<file path="src/rtl/mse_pkg.sv">
`timescale 1ns / 1ps
`default_nettype none
// ----------------------------------------------------------------------------
// mse_pkg
// shared constants, widths and control types for the smooth escape pixel block
// ----------------------------------------------------------------------------
package mse_pkg;

   // image and iteration limits
   localparam int WIDTH    = 320;
   localparam int HEIGHT   = 256;
   localparam int MAX_ITER = 500;

   // field widths
   localparam int CFG_W = 18;
   localparam int COL_W = 9;
   localparam int ROW_W = 8;
   localparam int OUT_W = 16;

   localparam int QBITS        = 14;
   localparam int ESCAPE_LIMIT = 4 << QBITS;
   localparam logic [OUT_W-1:0] INSIDE_CODE = 16'hFFFF;

   // window edge difference and constant reciprocals for the steps
   // magnitude * ceil(2^shift / dim) >> shift is exact for magnitudes below 2^DIFF_W
   localparam int DIFF_W  = CFG_W + 1;
   localparam int RECIP_W = DIFF_W + 1;
   localparam int PROD_W  = DIFF_W + RECIP_W;
   localparam int SHIFT_X = DIFF_W + $clog2(WIDTH);
   localparam int SHIFT_Y = DIFF_W + $clog2(HEIGHT);
   localparam logic [RECIP_W-1:0] RECIP_X =
      RECIP_W'(((longint'(1) << SHIFT_X) + longint'(WIDTH - 1)) / longint'(WIDTH));
   localparam logic [RECIP_W-1:0] RECIP_Y =
      RECIP_W'(((longint'(1) << SHIFT_Y) + longint'(HEIGHT - 1)) / longint'(HEIGHT));

   // largest step and coordinate magnitudes
   localparam int DX_MAX = (1 << CFG_W) / WIDTH;
   localparam int DY_MAX = (1 << CFG_W) / HEIGHT;
   localparam int CR_MAX = (1 << (CFG_W - 1)) + ((1 << COL_W) - 1) * DX_MAX + DX_MAX;
   localparam int CI_MAX = (1 << (CFG_W - 1)) + ((1 << ROW_W) - 1) * DY_MAX + DY_MAX;
   localparam int C_MAX  = (CR_MAX > CI_MAX) ? CR_MAX : CI_MAX;
   localparam int CW     = $clog2(C_MAX + 1) + 1;

   // z stays bounded by |c| plus twice the escape radius squared
   localparam int Z_MAX = C_MAX + 2 * ESCAPE_LIMIT;
   localparam int ZW    = $clog2(Z_MAX + 1) + 1;
   localparam int PW    = 2 * ZW;
   localparam int MW    = PW - QBITS;

   // scoring
   localparam int ITER_W       = $clog2(MAX_ITER + 1);
   localparam int SCORE_W      = $clog2(MAX_ITER * 64);
   localparam int INSIDE_SCORE = MAX_ITER * 64 - 1;
   localparam int SUM_W        = SCORE_W + 2;

   // configuration register indexes
   localparam int CSR_INDEX_W = 2;
   typedef enum logic [CSR_INDEX_W-1:0] {
      CSR_LEFT_REAL   = 2'd0,
      CSR_TOP_IMAG    = 2'd1,
      CSR_RIGHT_REAL  = 2'd2,
      CSR_BOTTOM_IMAG = 2'd3
   } csr_index_type;

   // controller to datapath commands
   typedef struct packed {
      logic       capture;
      logic       div_start;
      logic       base_load;
      logic       sample_load;
      logic       iter_step;
      logic       norm_step;
      logic       score_add;
      logic       result_load;
      logic [1:0] sample;
   } mse_cmd_type;

   // datapath to controller status
   typedef struct packed {
      logic div_done;
      logic escaped;
      logic iter_done;
      logic norm_done;
   } mse_status_type;

endpackage
`default_nettype wire

</file>
<file path="src/rtl/mse_div.sv">
`timescale 1ns / 1ps
`default_nettype none
// ----------------------------------------------------------------------------
// mse_div
// pixel step divider: magnitude times a constant reciprocal, truncates toward zero
// ----------------------------------------------------------------------------
module mse_div (
   input  wire logic                               clock,
   input  wire logic                               reset,
   input  wire logic                               start,
   input  wire logic signed [mse_pkg::DIFF_W-1:0]  dx_num,
   input  wire logic signed [mse_pkg::DIFF_W-1:0]  dy_num,
   output logic                                    done,
   output logic signed [mse_pkg::DIFF_W-1:0]       dx,
   output logic signed [mse_pkg::DIFF_W-1:0]       dy
);
   import mse_pkg::*;

   logic                running_ff;
   logic                done_ff;
   logic                neg_x_ff;
   logic                neg_y_ff;
   logic [DIFF_W-1:0]   mag_x_ff;
   logic [DIFF_W-1:0]   mag_y_ff;
   logic [DIFF_W-1:0]   quo_x_ff;
   logic [DIFF_W-1:0]   quo_y_ff;

   logic [PROD_W-1:0]   prod_x;
   logic [PROD_W-1:0]   prod_y;
   logic [PROD_W-1:0]   quo_x_full;
   logic [PROD_W-1:0]   quo_y_full;

   assign prod_x     = {{RECIP_W{1'b0}}, mag_x_ff} * {{DIFF_W{1'b0}}, RECIP_X};
   assign prod_y     = {{RECIP_W{1'b0}}, mag_y_ff} * {{DIFF_W{1'b0}}, RECIP_Y};
   assign quo_x_full = prod_x >> SHIFT_X;
   assign quo_y_full = prod_y >> SHIFT_Y;

   // magnitudes on start, scaled quotients in the cycle after
   always_ff @(posedge clock) begin
      if (reset) begin
         running_ff <= 1'b0;
         done_ff    <= 1'b0;
      end else if (start) begin
         running_ff <= 1'b1;
         done_ff    <= 1'b0;
      end else if (running_ff) begin
         running_ff <= 1'b0;
         done_ff    <= 1'b1;
      end
   end

   always_ff @(posedge clock) begin
      if (start) begin
         neg_x_ff <= dx_num[DIFF_W-1];
         neg_y_ff <= dy_num[DIFF_W-1];
         mag_x_ff <= dx_num[DIFF_W-1] ? DIFF_W'(-dx_num) : DIFF_W'(dx_num);
         mag_y_ff <= dy_num[DIFF_W-1] ? DIFF_W'(-dy_num) : DIFF_W'(dy_num);
      end else if (running_ff) begin
         quo_x_ff <= quo_x_full[DIFF_W-1:0];
         quo_y_ff <= quo_y_full[DIFF_W-1:0];
      end
   end

   assign done = done_ff;
   assign dx   = neg_x_ff ? -$signed(quo_x_ff) : $signed(quo_x_ff);
   assign dy   = neg_y_ff ? -$signed(quo_y_ff) : $signed(quo_y_ff);

endmodule
`default_nettype wire

</file>
<file path="src/rtl/mse_dp.sv">
`timescale 1ns / 1ps
`default_nettype none
// ----------------------------------------------------------------------------
// mse_dp
// datapath: window registers, step dividers, escape iteration and scoring
// ----------------------------------------------------------------------------
module mse_dp (
   input  wire logic                            clock,
   input  wire logic                            reset,
   input  wire logic                            csr_write_enable,
   input  wire logic [mse_pkg::CSR_INDEX_W-1:0] csr_index,
   input  wire logic [mse_pkg::CFG_W-1:0]       csr_write_data,
   input  wire logic [mse_pkg::COL_W-1:0]       req_column,
   input  wire logic [mse_pkg::ROW_W-1:0]       req_row,
   input  wire mse_pkg::mse_cmd_type            cmd,
   output mse_pkg::mse_status_type              status,
   output logic [mse_pkg::OUT_W-1:0]            smooth_value
);
   import mse_pkg::*;

   // window registers
   logic signed [CFG_W-1:0] left_real_ff;
   logic signed [CFG_W-1:0] top_imag_ff;
   logic signed [CFG_W-1:0] right_real_ff;
   logic signed [CFG_W-1:0] bottom_imag_ff;

   always_ff @(posedge clock) begin
      if (reset) begin
         left_real_ff   <= CFG_W'(-819);
         top_imag_ff    <= CFG_W'(10403);
         right_real_ff  <= CFG_W'(491);
         bottom_imag_ff <= CFG_W'(11386);
      end else if (csr_write_enable) begin
         case (csr_index)
            CSR_LEFT_REAL:   left_real_ff   <= csr_write_data;
            CSR_TOP_IMAG:    top_imag_ff    <= csr_write_data;
            CSR_RIGHT_REAL:  right_real_ff  <= csr_write_data;
            CSR_BOTTOM_IMAG: bottom_imag_ff <= csr_write_data;
            default: ;
         endcase
      end
   end

   // request capture
   logic [COL_W-1:0] column_ff;
   logic [ROW_W-1:0] row_ff;

   always_ff @(posedge clock) begin
      if (cmd.capture) begin
         column_ff <= req_column;
         row_ff    <= req_row;
      end
   end

   // pixel steps
   logic signed [DIFF_W-1:0] dx_num;
   logic signed [DIFF_W-1:0] dy_num;
   logic signed [DIFF_W-1:0] dx;
   logic signed [DIFF_W-1:0] dy;
   logic                     div_done;

   assign dx_num = right_real_ff - left_real_ff;
   assign dy_num = bottom_imag_ff - top_imag_ff;

   mse_div u_div (
      .clock  (clock),
      .reset  (reset),
      .start  (cmd.div_start),
      .dx_num (dx_num),
      .dy_num (dy_num),
      .done   (div_done),
      .dx     (dx),
      .dy     (dy)
   );

   // pixel origin and half steps
   logic signed [COL_W+DIFF_W+1:0] base_r_sum;
   logic signed [ROW_W+DIFF_W+1:0] base_i_sum;
   logic signed [CW-1:0]           base_r_ff;
   logic signed [CW-1:0]           base_i_ff;
   logic signed [DIFF_W-1:0]       hdx_ff;
   logic signed [DIFF_W-1:0]       hdy_ff;

   assign base_r_sum = $signed({1'b0, column_ff}) * dx + left_real_ff;
   assign base_i_sum = $signed({1'b0, row_ff}) * dy + top_imag_ff;

   always_ff @(posedge clock) begin
      if (cmd.base_load) begin
         base_r_ff <= base_r_sum[CW-1:0];
         base_i_ff <= base_i_sum[CW-1:0];
         hdx_ff    <= dx >>> 1;
         hdy_ff    <= dy >>> 1;
      end
   end

   // subsample point
   logic signed [DIFF_W-1:0] hdx_sel;
   logic signed [DIFF_W-1:0] hdy_sel;
   logic signed [CW:0]       c_r_sum;
   logic signed [CW:0]       c_i_sum;

   always_comb begin
      hdx_sel = hdx_ff;
      hdy_sel = hdy_ff;
      if (!cmd.sample[0]) hdx_sel = '0;
      if (!cmd.sample[1]) hdy_sel = '0;
   end

   assign c_r_sum = base_r_ff + hdx_sel;
   assign c_i_sum = base_i_ff + hdy_sel;

   // escape iteration
   logic signed [CW-1:0] c_r_ff;
   logic signed [CW-1:0] c_i_ff;
   logic signed [ZW-1:0] z_r_ff;
   logic signed [ZW-1:0] z_i_ff;
   logic [ITER_W-1:0]    iter_ff;
   logic [MW-1:0]        mag_ff;

   logic signed [PW-1:0] sq_r;
   logic signed [PW-1:0] sq_i;
   logic signed [PW-1:0] sq_x;
   logic signed [PW-1:0] zr2;
   logic signed [PW-1:0] zi2;
   logic signed [PW-1:0] zx;
   logic signed [PW-1:0] nzr_full;
   logic signed [PW-1:0] nzi_full;
   logic [MW-1:0]        mag;
   logic                 escaped;
   logic                 iter_done;

   assign sq_r = z_r_ff * z_r_ff;
   assign sq_i = z_i_ff * z_i_ff;
   assign sq_x = z_r_ff * z_i_ff;
   assign zr2  = sq_r >>> QBITS;
   assign zi2  = sq_i >>> QBITS;
   assign zx   = sq_x >>> QBITS;

   assign mag       = zr2[MW-1:0] + zi2[MW-1:0];
   assign escaped   = mag > MW'(ESCAPE_LIMIT);
   assign iter_done = iter_ff == ITER_W'(MAX_ITER);

   assign nzr_full = zr2 - zi2 + c_r_ff;
   assign nzi_full = (zx <<< 1) + c_i_ff;

   always_ff @(posedge clock) begin
      if (cmd.sample_load) begin
         c_r_ff  <= c_r_sum[CW-1:0];
         c_i_ff  <= c_i_sum[CW-1:0];
         z_r_ff  <= '0;
         z_i_ff  <= '0;
         iter_ff <= '0;
      end else if (cmd.iter_step && !iter_done && !escaped) begin
         z_r_ff  <= nzr_full[ZW-1:0];
         z_i_ff  <= nzi_full[ZW-1:0];
         iter_ff <= iter_ff + 1'b1;
      end
   end

   // magnitude capture, then shift left until the leading one is on top
   always_ff @(posedge clock) begin
      if (cmd.iter_step) begin
         mag_ff <= mag;
      end else if (cmd.norm_step) begin
         mag_ff <= mag_ff << 1;
      end
   end

   // scoring
   logic [7:0]         frac8;
   logic [SCORE_W-1:0] score;
   logic [SUM_W-1:0]   sum_ff;
   logic               all_inside_ff;
   logic [OUT_W-1:0]   smooth_value_ff;

   assign frac8 = mag_ff[MW-2 -: 8];

   always_comb begin
      if (iter_done) begin
         score = SCORE_W'(INSIDE_SCORE);
      end else begin
         score = SCORE_W'({iter_ff, 6'b111111}) - SCORE_W'(frac8[7:2]);
      end
   end

   always_ff @(posedge clock) begin
      if (cmd.base_load) begin
         sum_ff        <= '0;
         all_inside_ff <= 1'b1;
      end else if (cmd.score_add) begin
         sum_ff        <= sum_ff + SUM_W'(score);
         all_inside_ff <= all_inside_ff & iter_done;
      end
   end

   always_ff @(posedge clock) begin
      if (cmd.result_load) begin
         smooth_value_ff <= all_inside_ff ? INSIDE_CODE : OUT_W'(sum_ff[SUM_W-1:2]);
      end
   end

   assign smooth_value     = smooth_value_ff;
   assign status.div_done  = div_done;
   assign status.escaped   = escaped;
   assign status.iter_done = iter_done;
   assign status.norm_done = mag_ff[MW-1];

endmodule
`default_nettype wire

</file>
<file path="src/rtl/mse_ctrl.sv">
`timescale 1ns / 1ps
`default_nettype none
// ----------------------------------------------------------------------------
// mse_ctrl
// sequencer: step division, four subsample iterations, scoring and result
// ----------------------------------------------------------------------------
module mse_ctrl (
   input  wire logic                    clock,
   input  wire logic                    reset,
   input  wire logic                    start,
   input  wire mse_pkg::mse_status_type status,
   output logic                         busy,
   output logic                         rsp_strobe,
   output mse_pkg::mse_cmd_type         cmd
);
   import mse_pkg::*;

   typedef enum logic [3:0] {
      ST_IDLE,
      ST_DIV_GO,
      ST_DIV_WAIT,
      ST_BASE,
      ST_LOAD,
      ST_ITER,
      ST_NORM,
      ST_ADD,
      ST_OUT
   } state_type;

   state_type  state_ff;
   logic [1:0] sample_ff;
   logic       busy_ff;
   logic       strobe_ff;

   always_ff @(posedge clock) begin
      if (reset) begin
         state_ff  <= ST_IDLE;
         sample_ff <= '0;
         busy_ff   <= 1'b0;
         strobe_ff <= 1'b0;
      end else begin
         strobe_ff <= 1'b0;
         case (state_ff)
            ST_IDLE: begin
               if (start) begin
                  busy_ff  <= 1'b1;
                  state_ff <= ST_DIV_GO;
               end
            end
            ST_DIV_GO: begin
               state_ff <= ST_DIV_WAIT;
            end
            ST_DIV_WAIT: begin
               if (status.div_done) state_ff <= ST_BASE;
            end
            ST_BASE: begin
               sample_ff <= '0;
               state_ff  <= ST_LOAD;
            end
            ST_LOAD: begin
               state_ff <= ST_ITER;
            end
            ST_ITER: begin
               if (status.iter_done) begin
                  state_ff <= ST_ADD;
               end else if (status.escaped) begin
                  state_ff <= ST_NORM;
               end
            end
            ST_NORM: begin
               if (status.norm_done) state_ff <= ST_ADD;
            end
            ST_ADD: begin
               if (sample_ff == 2'd3) begin
                  state_ff <= ST_OUT;
               end else begin
                  sample_ff <= sample_ff + 1'b1;
                  state_ff  <= ST_LOAD;
               end
            end
            ST_OUT: begin
               busy_ff   <= 1'b0;
               strobe_ff <= 1'b1;
               state_ff  <= ST_IDLE;
            end
            default: begin
               busy_ff  <= 1'b0;
               state_ff <= ST_IDLE;
            end
         endcase
      end
   end

   always_comb begin
      cmd             = '0;
      cmd.sample      = sample_ff;
      cmd.capture     = (state_ff == ST_IDLE) && start;
      cmd.div_start   = state_ff == ST_DIV_GO;
      cmd.base_load   = state_ff == ST_BASE;
      cmd.sample_load = state_ff == ST_LOAD;
      cmd.iter_step   = state_ff == ST_ITER;
      cmd.norm_step   = (state_ff == ST_NORM) && !status.norm_done;
      cmd.score_add   = state_ff == ST_ADD;
      cmd.result_load = state_ff == ST_OUT;
   end

   assign busy       = busy_ff;
   assign rsp_strobe = strobe_ff;

endmodule
`default_nettype wire

</file>
<file path="src/rtl/mandelbrot_smooth_escape_pixel.sv">
`timescale 1ns / 1ps
`default_nettype none
// ----------------------------------------------------------------------------
// mandelbrot_smooth_escape_pixel
// smooth escape-time score of one pixel, 2x2 supersampled, q14 fixed point
// ----------------------------------------------------------------------------
//
//   channel   ports                                   handshake
//   request   req_column, req_row                     start high while busy low
//   result    rsp_smooth_value                        rsp_strobe, one cycle
//   csr       csr_index, csr_write_data               csr_write_enable
//
// one request at a time; busy rises the cycle after start is taken
// per request: step division, then for each of the four subsamples a load,
//   the iterations, the leading-one shift for an escaped subsample and the add,
//   then the result register; the step division is a constant reciprocal multiply
// synchronous active-high reset restores the default window and idles the sequencer
// the result strobe lasts one cycle and cannot be held off by the receiver
//
module mandelbrot_smooth_escape_pixel (
   input  wire logic                            clock,
   input  wire logic                            reset,
   // request
   input  wire logic                            start,
   output logic                                 busy,
   input  wire logic [mse_pkg::COL_W-1:0]       req_column,
   input  wire logic [mse_pkg::ROW_W-1:0]       req_row,
   // result
   output logic                                 rsp_strobe,
   output logic [mse_pkg::OUT_W-1:0]            rsp_smooth_value,
   // window registers
   input  wire logic                            csr_write_enable,
   input  wire logic [mse_pkg::CSR_INDEX_W-1:0] csr_index,
   input  wire logic [mse_pkg::CFG_W-1:0]       csr_write_data
);
   import mse_pkg::*;

   mse_cmd_type    cmd;
   mse_status_type status;

   // sequencer: division, per-subsample load / iterate / normalize / add
   mse_ctrl u_ctrl (
      .clock      (clock),
      .reset      (reset),
      .start      (start),
      .status     (status),
      .busy       (busy),
      .rsp_strobe (rsp_strobe),
      .cmd        (cmd)
   );

   // arithmetic: window, steps, z iteration, scoring and result register
   mse_dp u_dp (
      .clock            (clock),
      .reset            (reset),
      .csr_write_enable (csr_write_enable),
      .csr_index        (csr_index),
      .csr_write_data   (csr_write_data),
      .req_column       (req_column),
      .req_row          (req_row),
      .cmd              (cmd),
      .status           (status),
      .smooth_value     (rsp_smooth_value)
   );

endmodule
`default_nettype wire

</file>
<file path="config.mk">
export PLATFORM = sky130hd
export DESIGN_NAME = mandelbrot_smooth_escape_pixel
export DESIGN_NICKNAME = d
export VERILOG_FILES = /design/src/rtl/mse_pkg.sv /design/src/rtl/mse_div.sv /design/src/rtl/mse_dp.sv /design/src/rtl/mse_ctrl.sv /design/src/rtl/mandelbrot_smooth_escape_pixel.sv
export SDC_FILE = /design/constraint.sdc
export NUM_CORES = 2
export LEC_CHECK = 0
export BUFFER_PORTS_ARGS = -buffer_cell sky130_fd_sc_hd__buf_4
export CAP_MARGIN = 5
export CORE_MARGIN = 2
export CORE_UTILIZATION = 50
export CTS_CLUSTER_SIZE = 10
export DETAILED_ROUTE_END_ITERATION = 8
export GPL_TIMING_DRIVEN = 0
export PLACE_DENSITY = 0.71
export SYNTH_ARGS = -nofsm -noshare
export SYNTH_HDL_FRONTEND = slang
export SYNTH_SLANG_ARGS = --single-unit
export TNS_END_PERCENT = 50
</file>
<file path="constraint.sdc">
create_clock -name clock -period 25.9 [get_ports clock]
set_input_delay 2.59 -clock clock [delete_from_list [all_inputs] [get_ports clock]]
set_output_delay 2.59 -clock clock [all_outputs]
set_load 0.02 [all_outputs]
</file>
# Yosys cells after proc, flatten, opt, wreduce, memory -nomap -nowiden
# Index checks and enable logic that the tools add are counted.
# totals
mem_bits_rw	0
latchBits	0
input_bits	41
output_inout_bits	18
ff_bits	394
word_cells	124
memories	0
mem_bits_ro	0
# op_classes
n_div	0
n_eq_ne	18
n_lt_le_gt_ge	1
add_sub_neg	18
n_bitwise	3
multipliers	6
n_reduce_logical	21
mux	23
shift	0
# ops
operator	n
$mul A21 B21 Y42	2
$mux W19	4
$mux W28	2
$add A21 B18 Y21	2
$add A21 B19 Y21	2
$add A21 B21 Y21	2
$mul A19 B20 Y39 const B	1
$neg A11 Y19	2
$neg A19 Y19	2
$sub A18 B18 Y19	2
$mux W18	2
$mul A21 B21 Y34	1
$pmux W4 S8	1
$add A28 B28 Y28	1
$gt A28 B17 Y1 const B	1
$mux W4	6
$mul A10 B19 Y21	1
$mul A9 B19 Y21	1
$sub A21 B21 Y21	1
$add A17 B15 Y17	1
$eq A4 B3 Y1 const B	4
$mux W16	1
$mux W15	1
$sub A15 B6 Y15	1
26 further kinds	46

# Longest topological paths before layout
# logic_depth
ltp_word	6
mapped_depth	47
mapped_depth_nobuf	43

# Modules after synthesis
# Synthesis repeated with hierarchy kept, for this count alone.
# hier_totals
cells_unflattened	8439
hier_area_um2	78771.8
# by_module_without_submodules
module	instances	area_each_um2	cells_per_inst	seq_area_each_um2
mse_dp	1	70074.7	7558	8257.9
mse_div	1	8225.4	825	1661.6
mse_ctrl	1	471.7	56	160.2

# Worst setup path after synthesis
# OpenSTA, ideal clock, no wires.
# synth_path
path_type	register to register
start	register u_dp.z_i_ff[6]
end	register u_dp.z_i_ff[13]
path_stages_with_launch	45
slack_ps	16128
period_less_slack_ps	9772
required_ps	25709
setup_ps	191
arrival_ps	9581
n_path_buf	4
path_cell_list	dfxtp_1 clkbuf_1 clkbuf_1 and2_1 fa_1 fa_1 inv_1 fa_1 inv_1 fa_1 ha_1 fa_1 inv_1 fa_1 inv_1 ha_1 nand2_1 a2111oi_2 [9 not listed] o21ba_2 xor2_1 ha_1 inv_1 a21oi_1 nand2_1 a211oi_2 or4_1 nand4b_1 a2111o_1 o211ai_2 xnor2_1 o21a_1 o2111a_1 buf_6 buf_6 mux2i_1 nor2_1
# synth_via
elab_chain_len	5
elab_cells_between_ends	7
cone_classes	add/sub: 2; mul: 2; order compare: 1; reduce/logical: 2
# synth_lines
element	line_no	text
from (decl)	mse_dp.sv:116	logic signed [ZW-1:0] z_i_ff;
from (signal assigned)	mse_dp.sv:155	z_i_ff <= nzi_full[ZW-1:0];
$mul A21 B21 Y42	mse_dp.sv:133	assign sq_i = z_i_ff * z_i_ff;
$add A28 B28 Y28	mse_dp.sv:139	assign mag = zr2[MW-1:0] + zi2[MW-1:0];
$gt A28 B17 Y1	mse_dp.sv:140	assign escaped = mag > MW'(ESCAPE_LIMIT);
$logic_not A1 Y1	mse_dp.sv:153	end else if (cmd.iter_step && !iter_done && !escaped) begin
$logic_and A1 B1 Y1	mse_dp.sv:153	
# Several ways; a longest one is shown, not always the timed one.
# A chain may end at the register's enable or synchronous reset.

# Final worst setup path
# layout_path
start	register u_dp.z_r_ff[14]
end	register u_ctrl.state_ff[1]
# layout_via
elab_chain_len	5
# layout_lines
element	line_no	text
from (decl)	mse_dp.sv:115	logic signed [ZW-1:0] z_r_ff;
from (signal assigned)	mse_dp.sv:154	z_r_ff <= nzr_full[ZW-1:0];
$mul A21 B21 Y42	mse_dp.sv:132	assign sq_r = z_r_ff * z_r_ff;
$add A28 B28 Y28	mse_dp.sv:139	
$gt A28 B17 Y1	mse_dp.sv:140	
$ne A3 B3 Y1 (no line)	-	
$reduce_and A4 Y1 (no line)	-	
to (signal assigned)	mse_ctrl.sv:37	state_ff <= ST_IDLE;
to (signal assigned)	mse_ctrl.sv:47	state_ff <= ST_DIV_GO;
to (signal assigned)	mse_ctrl.sv:51	state_ff <= ST_DIV_WAIT;
to (decl)	mse_ctrl.sv:30	state_type state_ff;
# No other way between the ends.

==> impl_metrics.ini <==
[floorplan]
die_h_um = 399
io_pins = 59
start_util_pct = 50.5
die_w_um = 399
rows = 144
core_area_um2 = 154000
die_area_um2 = 159000

[synthesis]
synth-async-reset-ratio_pct = 0
synth_area_per_cell_um2 = 9.41
synth_top_area_cell = fa_1
syn_area_um2 = 77900
synth_top_area_share_pct = 40.1
ys_top_cells_by_count = 2069 x inv_1, 1559 x fa_1, 906 x nand2_1, 747 x ha_1, 448 x and2_1
syn_nets = 10600
synth-edff-count = 235
synth_most_common_cell = inv_1
synth_seq_cells = 386
yosysSeqAreaShare_pct = 12.9
yosysUniqueCellTypes = 86
ys_warn_count = 0
synthFlopType = edfxtp_1
syn_inst = 8279
synth_area_leaders = fa_1 40%, ha_1 12%, inv_1 10%, edfxtp_1 9.1%, nand2_1 4.4%

[critical_path]
endpoint_kind = flop
path_class = flop to flop
cp.arrival_ns = 13.51
cp-startpoint = u_dp.z_r_ff[14]
cpPeakStageDelay_ns = 0.81
cpMaxStageDelayCell = clkbuf_1
required_ns = 26.43
crit_fanout = 10
cp-start-kind = flop
r2r_start = u_dp.z_r_ff[14]

[min_path]
hp-class = flop to flop
hp-start = u_dp.u_div.mag_y_ff[9]

[power]
sw_frac_of_total_pct = 52.8
design_power_total_uw = 10100
p_sw_uw = 5320
pwr_density_cell_nw_per_um2 = 122
pwr-share-clk_pct = 6.8
ir_drop_mv = 0.266
comb_power_share_pct = 82.6
p_int_uw = 4750
power.leakage_uw = 0.0419
power_frac_seq_pct = 10.6

[sta]
finalMaxSlewViolations = 0
fin_ws_ns = 12.91
finalCriticalPeriod_ns = 12.99
achievable-frequency_ghz = 0.0770
setup_viol = 0
rsz0062_at_grt = no
hold_ws_ns = 0.383
tns_ns = 0
period_share_pct = 50.1
relSlewSlack_pct = 8.62
tightest_slew_ns = 1.36
fin_skew_ns = 0.0628
finalHoldViolCount = 0

[clocking]
hold_buffers = 0
cts_buffers = 50
post_cts_buffers = 0
htree_levels = 2
cts_tree = yes
cts-resized-gates = 0
clock-sinks = 386
clk_latency_ns = 0.67
cts-root-buf = clkbuf_16
clkSlewWorstSetupHoldPaths_ns = 0.07
clockBufferDepth = 3

[global_routing]
globalRouteOverflowTotal = 0
grt_usage_pct = 27.3
grt_first_pass_wirelength_um = 333000
grt_max_degree = 39
grt_pass1_vias = 59900
antenna_found_initial = 5

[finish]
fin_area_um2 = 82600
layout-drive-gt1-share_pct = 2.54
nNetsFinal = 10700
syn_to_final_growth_pct = 6.05

[drt]
dr.pass1.iters = 5
wire_per_inst_um = 19.9
drc = 0
drt-vias-per-instance = 5.32
vias = 55700
ant_nets = 0
wl_um = 208000
drt_iter0_drc = 3904

[place]
dp_hpwl_um = 177000
gp_congestion = 0.984
dpl_worst_slack_ns = 13.27
portBuffers = 56
placed_area_um2 = 81000

[flow_run]
drv_cap = 0

[outcome]
status = finished clean
==> flip-flops by register name, summed over array words and instances, names as in the netlist, 11 cells and up <==
name / flops
u_dp.mag_ff: 28
u_dp.base_i_ff: 21
u_dp.base_r_ff: 21
u_dp.c_i_ff: 21
u_dp.c_r_ff: 21
u_dp.z_i_ff: 21
u_dp.z_r_ff: 21
u_dp.u_div.mag_x_ff: 19
u_dp.bottom_imag_ff: 18
u_dp.hdx_ff: 18
u_dp.hdy_ff: 18
u_dp.left_real_ff: 18
u_dp.right_real_ff: 18
u_dp.top_imag_ff: 18
u_dp.sum_ff: 17
u_dp.smooth_value: 16
u_dp.u_div.mag_y_ff: 11
u_dp.u_div.quo_x_ff: 11
u_dp.u_div.quo_y_ff: 11
==> area by class of cell <==
type                            instances  area (um2)
Buffer                                286        1130
Fill cell                           13800       71800
Tap cell                             2044        2560
Inverter                             2074        7780
Clock buffer                           83        1480
Sequential cell                       386       10100
Multi-Input combinational cell       5533       58900
Antenna cell                            1        2.50
Clock inverter                         10        93.8
Timing Repair Buffer                   62         551
==> worst paths after layout <==
check,endpoint,slack [ns],cells after the start
max,u_ctrl.state_ff[1],12.91,42
min,u_dp.u_div.quo_y_ff[1],0.38,0
max reg2reg,u_ctrl.state_ff[1],12.91,42
min reg2reg,u_dp.u_div.quo_y_ff[1],0.38,0
==> critical path: cells and delay by family (launching register included) <==
kind | cells | cell delay (ns)
AO/OA/AOI/OAI | 15 | 4.34
XOR/XNOR | 2 | 0.42
adder cells (fa/ha/maj) | 9 | 4.06
buffers and inverters | 9 | 2.12
flip-flops | 1 | 0.72
AND/OR/NAND/NOR | 7 | 1.11
==> stage by stage <==
| stage | std cells | util (%) |
|---|---|---|
| 6_report | 10500 | 53.5 |
| 5_1_grt | 10500 | 53.5 |
| 4_1_cts | 10500 | 53.5 |
| 3_5_place_dp | 10400 | 52.5 |
| 3_3_place_gp | 10400 | 52.4 |
| 2_1_floorplan | 8279 | - |
==> cells in the final DEF, fill, tap and decap left out, types with 43 or more instances in the layout <==
cell type  count
clkbuf_1     298
nor2_1       329
nand2b_1      45
clkbuf_16     52
ha_1         747
dfxtp_1      151
nor3_1        65
xnor2_1      272
o21a_1        43
nand3_1       54
buf_4         56
xor2_1        96
o21ai_0      145
nand2_1      906
a21o_1        66
and2_1       448
edfxtp_1     235
a21oi_1      226
nor2b_1       51
inv_1       2069
fa_1        1559
==> cell families (layout without fill, tap and decap cells) <==
group / Yosys count / after routing / synth area share (%)
other: 0 / 1 / 0
AOI/OAI and AO/OA: 741 / 741 / 6.22
adders and majority gates: 2306 / 2306 / 52.1
DFF: 386 / 386 / 12.9
muxes: 42 / 42 / 0.544
buffers and inverters: 2360 / 2515 / 11.4
and+or+nand+nor: 2076 / 2076 / 12.7
xor gates and xnor gates: 368 / 368 / 4.14
==> power groups by stage <==
stage	clock network, uW	logic [uW]	registers [uW]
6_report	685	8310	1070
5_1_grt	719	9420	1080
4_1_cts	695	8270	1070
3_5_place_dp	0	8200	1080
3_3_place_gp	0	7980	1080
2_1_floorplan	0	6060	1050
==> per-layer routing <==
metal	track usage [%]	part of all wire (%)	wire length [um]	vias up
met5	0	0.013	27	-
met4	13.4	6.0	12400	4
met1	34.6	39	81600	28100
met2	45.1	47	98700	1877
li1	-	-	-	25200
met3	4.84	7.5	15500	497
No activity file was read; power rests on OpenSTA's default activity.
